--- src/sv/hlf_pkg.sv ---
`timescale 1ns / 1ps
// ----------------------------------------------------------------------------
// hlf_pkg: shared types and constants for the line-strength factor pipeline
// Field widths, fixed-point format, branch and Delta-Lambda codes, and the
// item that moves along the row of divider cells.
// ----------------------------------------------------------------------------
package hlf_pkg;

    localparam int J_TWICE_BITS  = 8;
    localparam int FRACTION_BITS = 16;   // must not exceed FACTOR_BITS - 1
    localparam int FACTOR_BITS   = 19;

    // one cell per quotient bit below the saturation point
    localparam int QUO_BITS  = FACTOR_BITS - 1;
    localparam int DEN_SHIFT = QUO_BITS - FRACTION_BITS;

    // signed linear terms: up to 2^J_TWICE_BITS - 1 + 18, down to -16
    localparam int TERM_W = J_TWICE_BITS + 3;
    localparam int NUM_W  = 2 * TERM_W;
    // unsigned factors of the denominator: t, t + 1, t + 2
    localparam int MF_W   = J_TWICE_BITS + 1;
    localparam int MDEN_W = 2 * MF_W;
    // denominator with its powers of two and the scaling shift
    localparam int DIV_W  = MDEN_W + 2 + DEN_SHIFT;
    localparam int CMP_W  = (NUM_W > DIV_W) ? NUM_W : DIV_W;

    localparam logic signed [FACTOR_BITS-1:0] FACTOR_MAX =
        {1'b0, {(FACTOR_BITS-1){1'b1}}};
    localparam logic signed [FACTOR_BITS-1:0] FACTOR_MIN =
        {1'b1, {(FACTOR_BITS-1){1'b0}}};
    localparam logic signed [FACTOR_BITS-1:0] FACTOR_ONE =
        (FRACTION_BITS >= FACTOR_BITS - 1) ? FACTOR_MAX
                                           : (FACTOR_BITS'(1) << FRACTION_BITS);

    typedef enum logic [1:0] {
        MODE_P    = 2'd0,
        MODE_Q    = 2'd1,
        MODE_R    = 2'd2,
        MODE_NONE = 2'd3
    } t_mode;

    typedef enum logic [1:0] {
        DL_ZERO  = 2'b00,
        DL_PLUS  = 2'b01,
        DL_BAD   = 2'b10,
        DL_MINUS = 2'b11
    } t_dlam;

    localparam logic [1:0] REG_FORCE_UNITY = 2'd0;

    typedef struct packed {
        logic                neg;
        logic                sat;
        logic [DIV_W-1:0]    rem;
        logic [DIV_W-1:0]    den;
        logic [QUO_BITS-1:0] quo;
    } t_cell_data;

endpackage

--- src/sv/hlf_front.sv ---
`timescale 1ns / 1ps
// ----------------------------------------------------------------------------
// hlf_front: formula selection and products
// Picks the two linear terms and the denominator factors for the branch,
// multiplies them, then forms the magnitude, the scaled divisor and the
// saturation flag that seed the first divider cell.
// ----------------------------------------------------------------------------
module hlf_front import hlf_pkg::*; (
    input  logic                    i_clk,
    input  logic                    i_rst_n,
    input  logic                    i_valid,
    input  logic [1:0]              i_mode,
    input  logic [J_TWICE_BITS-1:0] i_j_twice,
    input  logic [2:0]              i_lambda_value,
    input  logic signed [1:0]       i_delta_lambda,
    output logic                    o_valid,
    output t_cell_data              o_data
);

    localparam logic signed [TERM_W-1:0] K2 = TERM_W'(2);
    localparam logic signed [TERM_W-1:0] K4 = TERM_W'(4);

    logic signed [TERM_W-1:0] t_s;
    logic signed [TERM_W-1:0] l2_s;
    logic signed [TERM_W-1:0] term_a;
    logic signed [TERM_W-1:0] term_b;
    logic [MF_W-1:0]          t_0;
    logic [MF_W-1:0]          t_1;
    logic [MF_W-1:0]          t_2;
    logic [MF_W-1:0]          m_1;
    logic [MF_W-1:0]          m_2;
    logic [1:0]               dsh;
    logic                     ok;
    t_mode                    mode;
    t_dlam                    dlam;

    logic                     r_a_valid;
    logic                     r_ok;
    logic signed [NUM_W-1:0]  r_prod;
    logic [MDEN_W-1:0]        r_mden;
    logic [1:0]               r_dsh;
    logic signed [NUM_W-1:0]  n_prod;
    logic [MDEN_W-1:0]        n_mden;

    logic                     r_b_valid;
    t_cell_data               r_data;
    t_cell_data               n_data;
    logic [NUM_W-1:0]         mag;
    logic [DIV_W-1:0]         div;
    logic                     neg;

    assign mode = t_mode'(i_mode);
    assign dlam = t_dlam'(i_delta_lambda);
    assign t_s  = signed'(TERM_W'(i_j_twice));
    assign l2_s = signed'(TERM_W'({i_lambda_value, 1'b0}));
    assign t_0  = MF_W'(i_j_twice);
    assign t_1  = MF_W'(i_j_twice) + MF_W'(1);
    assign t_2  = MF_W'(i_j_twice) + MF_W'(2);

    always_comb begin
        term_a = '0;
        term_b = '0;
        m_1    = t_0;
        m_2    = t_2;
        dsh    = 2'd0;
        case (mode)
            MODE_P: begin
                m_1 = t_1;
                m_2 = t_2;
                dsh = 2'd1;
                case (dlam)
                    DL_ZERO: begin
                        term_a = t_s + K2 + l2_s;
                        term_b = t_s + K2 - l2_s;
                    end
                    DL_PLUS: begin
                        term_a = t_s + K2 - l2_s;
                        term_b = t_s + K4 - l2_s;
                    end
                    default: begin
                        term_a = t_s + K2 + l2_s;
                        term_b = t_s + K4 + l2_s;
                    end
                endcase
            end
            MODE_Q: begin
                m_1 = t_0;
                m_2 = t_2;
                dsh = 2'd0;
                case (dlam)
                    DL_ZERO: begin
                        term_a = l2_s;
                        term_b = l2_s;
                    end
                    DL_PLUS: begin
                        term_a = t_s + l2_s;
                        term_b = t_s + K2 - l2_s;
                    end
                    default: begin
                        term_a = t_s - l2_s;
                        term_b = t_s + K2 + l2_s;
                    end
                endcase
            end
            default: begin
                m_1 = t_0;
                m_2 = t_1;
                dsh = 2'd1;
                case (dlam)
                    DL_ZERO: begin
                        term_a = t_s + l2_s;
                        term_b = t_s - l2_s;
                    end
                    DL_PLUS: begin
                        term_a = t_s + l2_s;
                        term_b = t_s - K2 + l2_s;
                    end
                    default: begin
                        term_a = t_s - l2_s;
                        term_b = t_s - K2 - l2_s;
                    end
                endcase
            end
        endcase
        // nonzero Delta-Lambda carries the extra one half
        if (dlam != DL_ZERO) begin
            dsh = dsh + 2'd1;
        end
        ok = !(mode == MODE_NONE || dlam == DL_BAD
               || (mode != MODE_P && i_j_twice == '0));
    end

    assign n_prod = term_a * term_b;
    assign n_mden = m_1 * m_2;

    always_ff @(posedge i_clk) begin
        if (!i_rst_n) begin
            r_a_valid <= 1'b0;
        end else begin
            r_a_valid <= i_valid;
        end
    end

    always_ff @(posedge i_clk) begin
        r_ok   <= ok;
        r_prod <= n_prod;
        r_mden <= n_mden;
        r_dsh  <= dsh;
    end

    always_comb begin
        neg = r_prod[NUM_W-1];
        mag = neg ? NUM_W'(-r_prod) : NUM_W'(r_prod);
        div = DIV_W'(r_mden) << (32'(r_dsh) + DEN_SHIFT);
        n_data     = '0;
        n_data.den = DIV_W'(1);
        if (r_ok) begin
            n_data.neg = neg;
            n_data.den = div;
            n_data.sat = CMP_W'(mag) >= CMP_W'(div);
            // a saturated item carries no remainder through the row
            n_data.rem = n_data.sat ? '0 : DIV_W'(mag);
        end
    end

    always_ff @(posedge i_clk) begin
        if (!i_rst_n) begin
            r_b_valid <= 1'b0;
        end else begin
            r_b_valid <= r_a_valid;
        end
    end

    always_ff @(posedge i_clk) begin
        r_data <= n_data;
    end

    assign o_valid = r_b_valid;
    assign o_data  = r_data;

endmodule

--- src/sv/hlf_cell.sv ---
`timescale 1ns / 1ps
// ----------------------------------------------------------------------------
// hlf_cell: one restoring-division cell
// Doubles the partial remainder, subtracts the divisor when it fits and
// shifts the resulting quotient bit in; hands the item to the next cell.
// ----------------------------------------------------------------------------
module hlf_cell import hlf_pkg::*; (
    input  logic       i_clk,
    input  logic       i_rst_n,
    input  logic       i_valid,
    input  t_cell_data i_data,
    output logic       o_valid,
    output t_cell_data o_data
);

    logic [DIV_W:0] rem_x2;
    logic [DIV_W:0] diff;
    logic           fits;
    logic           r_valid;
    t_cell_data     r_data;
    t_cell_data     n_data;

    assign rem_x2 = {i_data.rem, 1'b0};
    assign diff   = rem_x2 - {1'b0, i_data.den};
    assign fits   = rem_x2 >= {1'b0, i_data.den};

    always_comb begin
        n_data     = i_data;
        n_data.rem = fits ? diff[DIV_W-1:0] : rem_x2[DIV_W-1:0];
        n_data.quo = {i_data.quo[QUO_BITS-2:0], fits};
    end

    always_ff @(posedge i_clk) begin
        if (!i_rst_n) begin
            r_valid <= 1'b0;
        end else begin
            r_valid <= i_valid;
        end
    end

    always_ff @(posedge i_clk) begin
        r_data <= n_data;
    end

    assign o_valid = r_valid;
    assign o_data  = r_data;

    a_rem_below_den: assert property (@(posedge i_clk) disable iff (!i_rst_n)
        r_valid |-> r_data.rem < r_data.den)
        else $error("remainder not below divisor");

    a_den_nonzero: assert property (@(posedge i_clk) disable iff (!i_rst_n)
        r_valid |-> r_data.den != '0)
        else $error("zero divisor in cell row");

    a_sat_no_rem: assert property (@(posedge i_clk) disable iff (!i_rst_n)
        r_valid && r_data.sat |-> r_data.rem == '0 && r_data.quo == '0)
        else $error("saturated item carries remainder or quotient");

endmodule

--- src/sv/honl_london_factor.sv ---
`timescale 1ns / 1ps
// ----------------------------------------------------------------------------
// honl_london_factor: rotational line-strength factor, one item per cycle
// Usage:
//   Drive mode, j_twice, lambda_value and delta_lambda with start high; the
//   item is taken at any edge where start is high and busy is low. busy is
//   always low, so a new item may enter every cycle.
//   Each item yields one factor on o_factor, signed with FRACTION_BITS
//   fraction bits, marked by o_valid for exactly one cycle, in input order.
//   Pipeline: two setup stages, a row of QUO_BITS division cells (one cell
//   per quotient bit) and one output register.
//   Throughput: one item per clock; the divider row is fully pipelined.
//   The receiver cannot stall; results are lost if not taken that cycle.
//   force_unity sits at APB byte address 0; write it only while no item is
//   in flight. Synchronous reset clears all valid flags and force_unity.
// ----------------------------------------------------------------------------
module honl_london_factor import hlf_pkg::*; (
    input  logic                          i_clk,
    input  logic                          i_rst_n,
    input  logic                          start,
    output logic                          busy,
    input  logic [1:0]                    i_mode,
    input  logic [J_TWICE_BITS-1:0]       i_j_twice,
    input  logic [2:0]                    i_lambda_value,
    input  logic signed [1:0]             i_delta_lambda,
    output logic                          o_valid,
    output logic signed [FACTOR_BITS-1:0] o_factor,
    input  logic                          psel,
    input  logic                          penable,
    input  logic                          pwrite,
    input  logic [2:0]                    paddr,
    input  logic [31:0]                   pwdata,
    output logic [31:0]                   prdata,
    output logic                          pready
);

    logic       r_force_unity;
    logic [1:0] reg_idx;
    logic       cfg_wr;

    logic       c_valid [0:QUO_BITS];
    t_cell_data c_data  [0:QUO_BITS];

    logic                          r_valid;
    logic signed [FACTOR_BITS-1:0] r_factor;
    logic signed [FACTOR_BITS-1:0] n_factor;
    t_cell_data                    last;

    assign busy   = 1'b0;
    assign pready = 1'b1;

    assign reg_idx = 2'(paddr[2]);
    assign cfg_wr  = psel && penable && pwrite && pready;

    always_ff @(posedge i_clk) begin
        if (!i_rst_n) begin
            r_force_unity <= 1'b0;
        end else if (cfg_wr && reg_idx == REG_FORCE_UNITY) begin
            r_force_unity <= pwdata[0];
        end
    end

    assign prdata = (reg_idx == REG_FORCE_UNITY) ? {31'd0, r_force_unity} : 32'd0;

    hlf_front u_front (
        .i_clk          (i_clk),
        .i_rst_n        (i_rst_n),
        .i_valid        (start && !busy),
        .i_mode         (i_mode),
        .i_j_twice      (i_j_twice),
        .i_lambda_value (i_lambda_value),
        .i_delta_lambda (i_delta_lambda),
        .o_valid        (c_valid[0]),
        .o_data         (c_data[0])
    );

    for (genvar g = 0; g < QUO_BITS; g++) begin : g_cell
        hlf_cell u_cell (
            .i_clk   (i_clk),
            .i_rst_n (i_rst_n),
            .i_valid (c_valid[g]),
            .i_data  (c_data[g]),
            .o_valid (c_valid[g+1]),
            .o_data  (c_data[g+1])
        );
    end

    assign last = c_data[QUO_BITS];

    always_comb begin
        if (r_force_unity) begin
            n_factor = FACTOR_ONE;
        end else if (last.sat) begin
            n_factor = last.neg ? FACTOR_MIN : FACTOR_MAX;
        end else if (last.neg) begin
            n_factor = -signed'({1'b0, last.quo});
        end else begin
            n_factor = signed'({1'b0, last.quo});
        end
    end

    always_ff @(posedge i_clk) begin
        if (!i_rst_n) begin
            r_valid <= 1'b0;
        end else begin
            r_valid <= c_valid[QUO_BITS];
        end
    end

    always_ff @(posedge i_clk) begin
        r_factor <= n_factor;
    end

    assign o_valid  = r_valid;
    assign o_factor = r_factor;

endmodule

--- config.mk ---
export PLATFORM = sky130hd
export DESIGN_NAME = honl_london_factor
export DESIGN_NICKNAME = d
export VERILOG_FILES = /design/src/sv/hlf_pkg.sv /design/src/sv/hlf_front.sv /design/src/sv/hlf_cell.sv /design/src/sv/honl_london_factor.sv
export SDC_FILE = /design/constraint.sdc
export NUM_CORES = 2
export LEC_CHECK = 0
export ABC_CLOCK_PERIOD_IN_PS = 16090
export BUFFER_PORTS_ARGS = -buffer_cell sky130_fd_sc_hd__buf_2
export CAP_MARGIN = 20
export CORE_ASPECT_RATIO = 0.75
export CORE_MARGIN = 2
export CORE_UTILIZATION = 29
export CTS_CLUSTER_SIZE = 24
export DETAILED_ROUTE_END_ITERATION = 16
export SLEW_MARGIN = 10
export SYNTH_ARGS = -nofsm -noshare
export SYNTH_HDL_FRONTEND = slang
export SYNTH_SLANG_ARGS = --single-unit
--- constraint.sdc ---
create_clock -name i_clk -period 16.09 [get_ports i_clk]
set_input_delay 0.8045 -clock i_clk [delete_from_list [all_inputs] [get_ports i_clk]]
set_output_delay 0.8045 -clock i_clk [all_outputs]
set_load 0.01 [all_outputs]
==> summary.txt <==
Outcome
  • Status: completed

Clocking
  • Skew-Pair Late Insertion Delay: 0.75 ns
  • Postcts setup bufs: 0
  • TritonCTS clock tree: yes
  • CTS root buffer: clkbuf_16
  • H-Tree Depth: 3
  • Clk sink count: 1085
  • Hold Buf Count CTS: 0
  • Longest Clk Path Bufs: 3
  • Post_cts resized: 0
  • CTS Buf Count: 106
  • Clock transition at path regs: 0.06 ns

Yosys
  • Post-synth EDFFs: 0
  • Top post-synthesis cells by count: 1085 x dfxtp_1, 746 x inv_1, 535 x ha_1, 441 x nor2_1, 439 x nand2_1
  • Top cell type's share of synthesized area: 0.3806
  • XOR/XNOR Fraction of Synth Area: 0.06461
  • Compound-Gate Fraction of Synth Area: 0.1388
  • Seq/Total Area, Yosys: 0.3806
  • Distinct cells, synth: 89
  • Post-synthesis mux area share: 0.04569
  • Synth Area in Adders: 0.1848
  • Mapped Area: 57070 sq um
  • Synth area leaders: dfxtp_1 38%, ha_1 12%, fa_1 6.7%
  • Synth Flop Type: dfxtp_1
  • Yosys reg bits: 1085
  • Post-Synth Simple-Gate Area: 0.1233
  • Yosys Warn Count: 0
  • Post-synthesis async set-or-reset flop share: 0
  • Post-Synthesis Cells: 6105
  • Most frequent cell after synthesis: dfxtp_1
  • Largest family of logic cells by synthesized area: adder cells
  • Cell taking the most area after synthesis: dfxtp_1
  • Mean Syn Cell Area: 9.347 sq um

STA
  • Final setup fails: 0
  • Setup TNS Final: 0 ns
  • RSZ-0062 raised after global routing: no
  • Fmax: 0.1059 GHz
  • Pins Over Slew Limit: 0
  • Final-report hold violation count: 0
  • Final worst path period share: 0.5867
  • Clock skew: 0.06342 ns
  • Worst-Margin Slew: 1.144 ns
  • Slew headroom: 0.2324
  • Final critical-path required period: 9.441 ns

Floorplanning
  • Cell row count: 140
  • Die span in x: 516.2 microns
  • Initial Util: 0.2930
  • Core area: 194800 sq um
  • Chip Height: 388.2 microns
  • Total die area: 200400 sq um
  • IO Count: 110

GRT
  • Initial antenna violation count: 1
  • Vias in the first global route: 40990
  • Largest net degree at the start of global routing: 40
  • GR Overflow Total: 0
  • First-pass GRT wire length: 216500 microns
  • Total global-route track usage: 0.1313

Drt
  • First DRT Iteration DRCs: 2769
  • Vias per cell: 4.642
  • Antenna Nets Post-Route: 0
  • Drt first pass iters: 6
  • Detailed Route WL: 131600 microns
  • Vias after detailed routing: 41250
  • Wirelength per Cell: 14.81 microns
  • Drt drc: 0

Setup path
  • Crit path from: i_delta_lambda[1]
  • Arr. time, crit path: 10.06 ns
  • Critical path data required time: 16.71 ns
  • RR Startpoint: u_front.r_dsh[1]
  • CP endpoint kind: register
  • Crit-path max cell delay: 0.59 ns
  • CP Max Fanout: 32
  • Most frequent CP cell: fa_1
  • Crit path max-delay cell type: nand2_1
  • Critical path class: in2reg
  • Worst setup SP type: input port

Worst hold path
  • Min-delay src: start
  • Hold WC Path Type: in2reg

Finish
  • Fraction of layout cells with a size suffix above 1: 0.07991
  • Syn-to-layout area delta: 12.62%
  • NumNets Final: 6947

Placed design
  • Port Buf Inserts: 43
  • DPL Wire Length: 104400 microns
  • Gpl congestion: 0.9216

Job
  • Maxcap violations: 0
==> sequential cells by signal (all words and copies together) (netlist names) <==
name,flops
u_front.o_valid,1
u_front.r_a_valid,1
r_force_unity,1
g_cell.u_cell.o_data,955
o_factor,19
u_front.r_prod,22
g_cell.u_cell.o_valid,18
u_front.r_mden,18
u_front.r_dsh,2
o_valid,1
u_front.r_ok,1
u_front.o_data,46
==> cells by family (layout without fill, tap and decap cells) <==
logic type,Yosys count,count (layout)
AO/OA/AOI/OAI,1260,1260
other,2,38
multiplexers,230,230
adder cells (fa/ha/maj),728,728
XOR/XNOR,421,421
flip-flops,1085,1085
buffers and inverters,898,1016
AND/OR/NAND/NOR,1481,1481
==> layout make-up <==
type | instances | area, sq um
fill | 19939 | 130500
multi-input combinational | 4156 | 31970
sequential | 1085 | 21720
tap | 2627 | 3287
clock buffer | 148 | 3070
inverter | 748 | 2808
clock inverter | 53 | 938.4
timing repair buffer | 67 | 465.4
antenna | 2 | 5.005
==> per-stage QoR <==
stage / utilization / setup slack (ns) / instance area (sq um) / instances / hold WS (ns)
after CTS: 0.3295 / 6.839 / 64190 / 8880 / 0.2179
final: 0.3299 / 6.649 / 64270 / 8886 / 0.2724
after detailed placement: 0.3089 / 6.076 / 60180 / 8679 / 0.3121
after global routing: 0.3299 / 5.945 / 64260 / 8885 / 0.2603
after floorplan: - / 7.828 / 57190 / 6139 / 0.3096
after global placement: 0.3087 / 6.101 / 60140 / 8677 / 0.3108
==> worst paths after layout <==
path,end,depth (start not counted),slack (ns)
setup / recovery,u_front.r_prod[20],34,6.65
hold / removal,u_front.r_a_valid,2,0.27
setup reg to reg,u_front.o_data[54],13,11.12
hold reg to reg,g_cell[6].u_cell.o_data[3],0,0.27
==> critical path: cells and delay by family <==
kind	cells	cell delay [ns]
AND/OR/NAND/NOR	5	1.13
AO/OA/AOI/OAI	15	3.29
buffers and inverters	5	1.11
XOR/XNOR	2	0.32
adder cells (fa/ha/maj)	7	3.41
==> layer usage <==
metal / vias to the layer above / routed length [microns] / track usage
met5: - / 0 / 0
met4: 0 / 2723 / 0.03241
met3: 162 / 7005 / 0.02195
met2: 933 / 56340 / 0.2032
met1: 19553 / 65560 / 0.1882
li1: 20602 / - / -
==> cells in the final DEF (no fill, tap or decap), drive strengths merged, types with 148 or more instances in the layout <==
| cell type | synthesis | final |
|---|---|---|
| a21oi | 364 | 364 |
| a21o | 181 | 181 |
| dfxtp | 1085 | 1085 |
| nand2 | 439 | 439 |
| nor2 | 441 | 441 |
| mux2 | 193 | 193 |
| clkbuf | 87 | 148 |
| inv | 746 | 752 |
| o21ai | 325 | 325 |
| xnor2 | 274 | 274 |
| fa | 192 | 192 |
| ha | 535 | 535 |
Power is not shown: default switching activity piles up to over one toggle a cycle in this logic, so the estimate is an artifact.
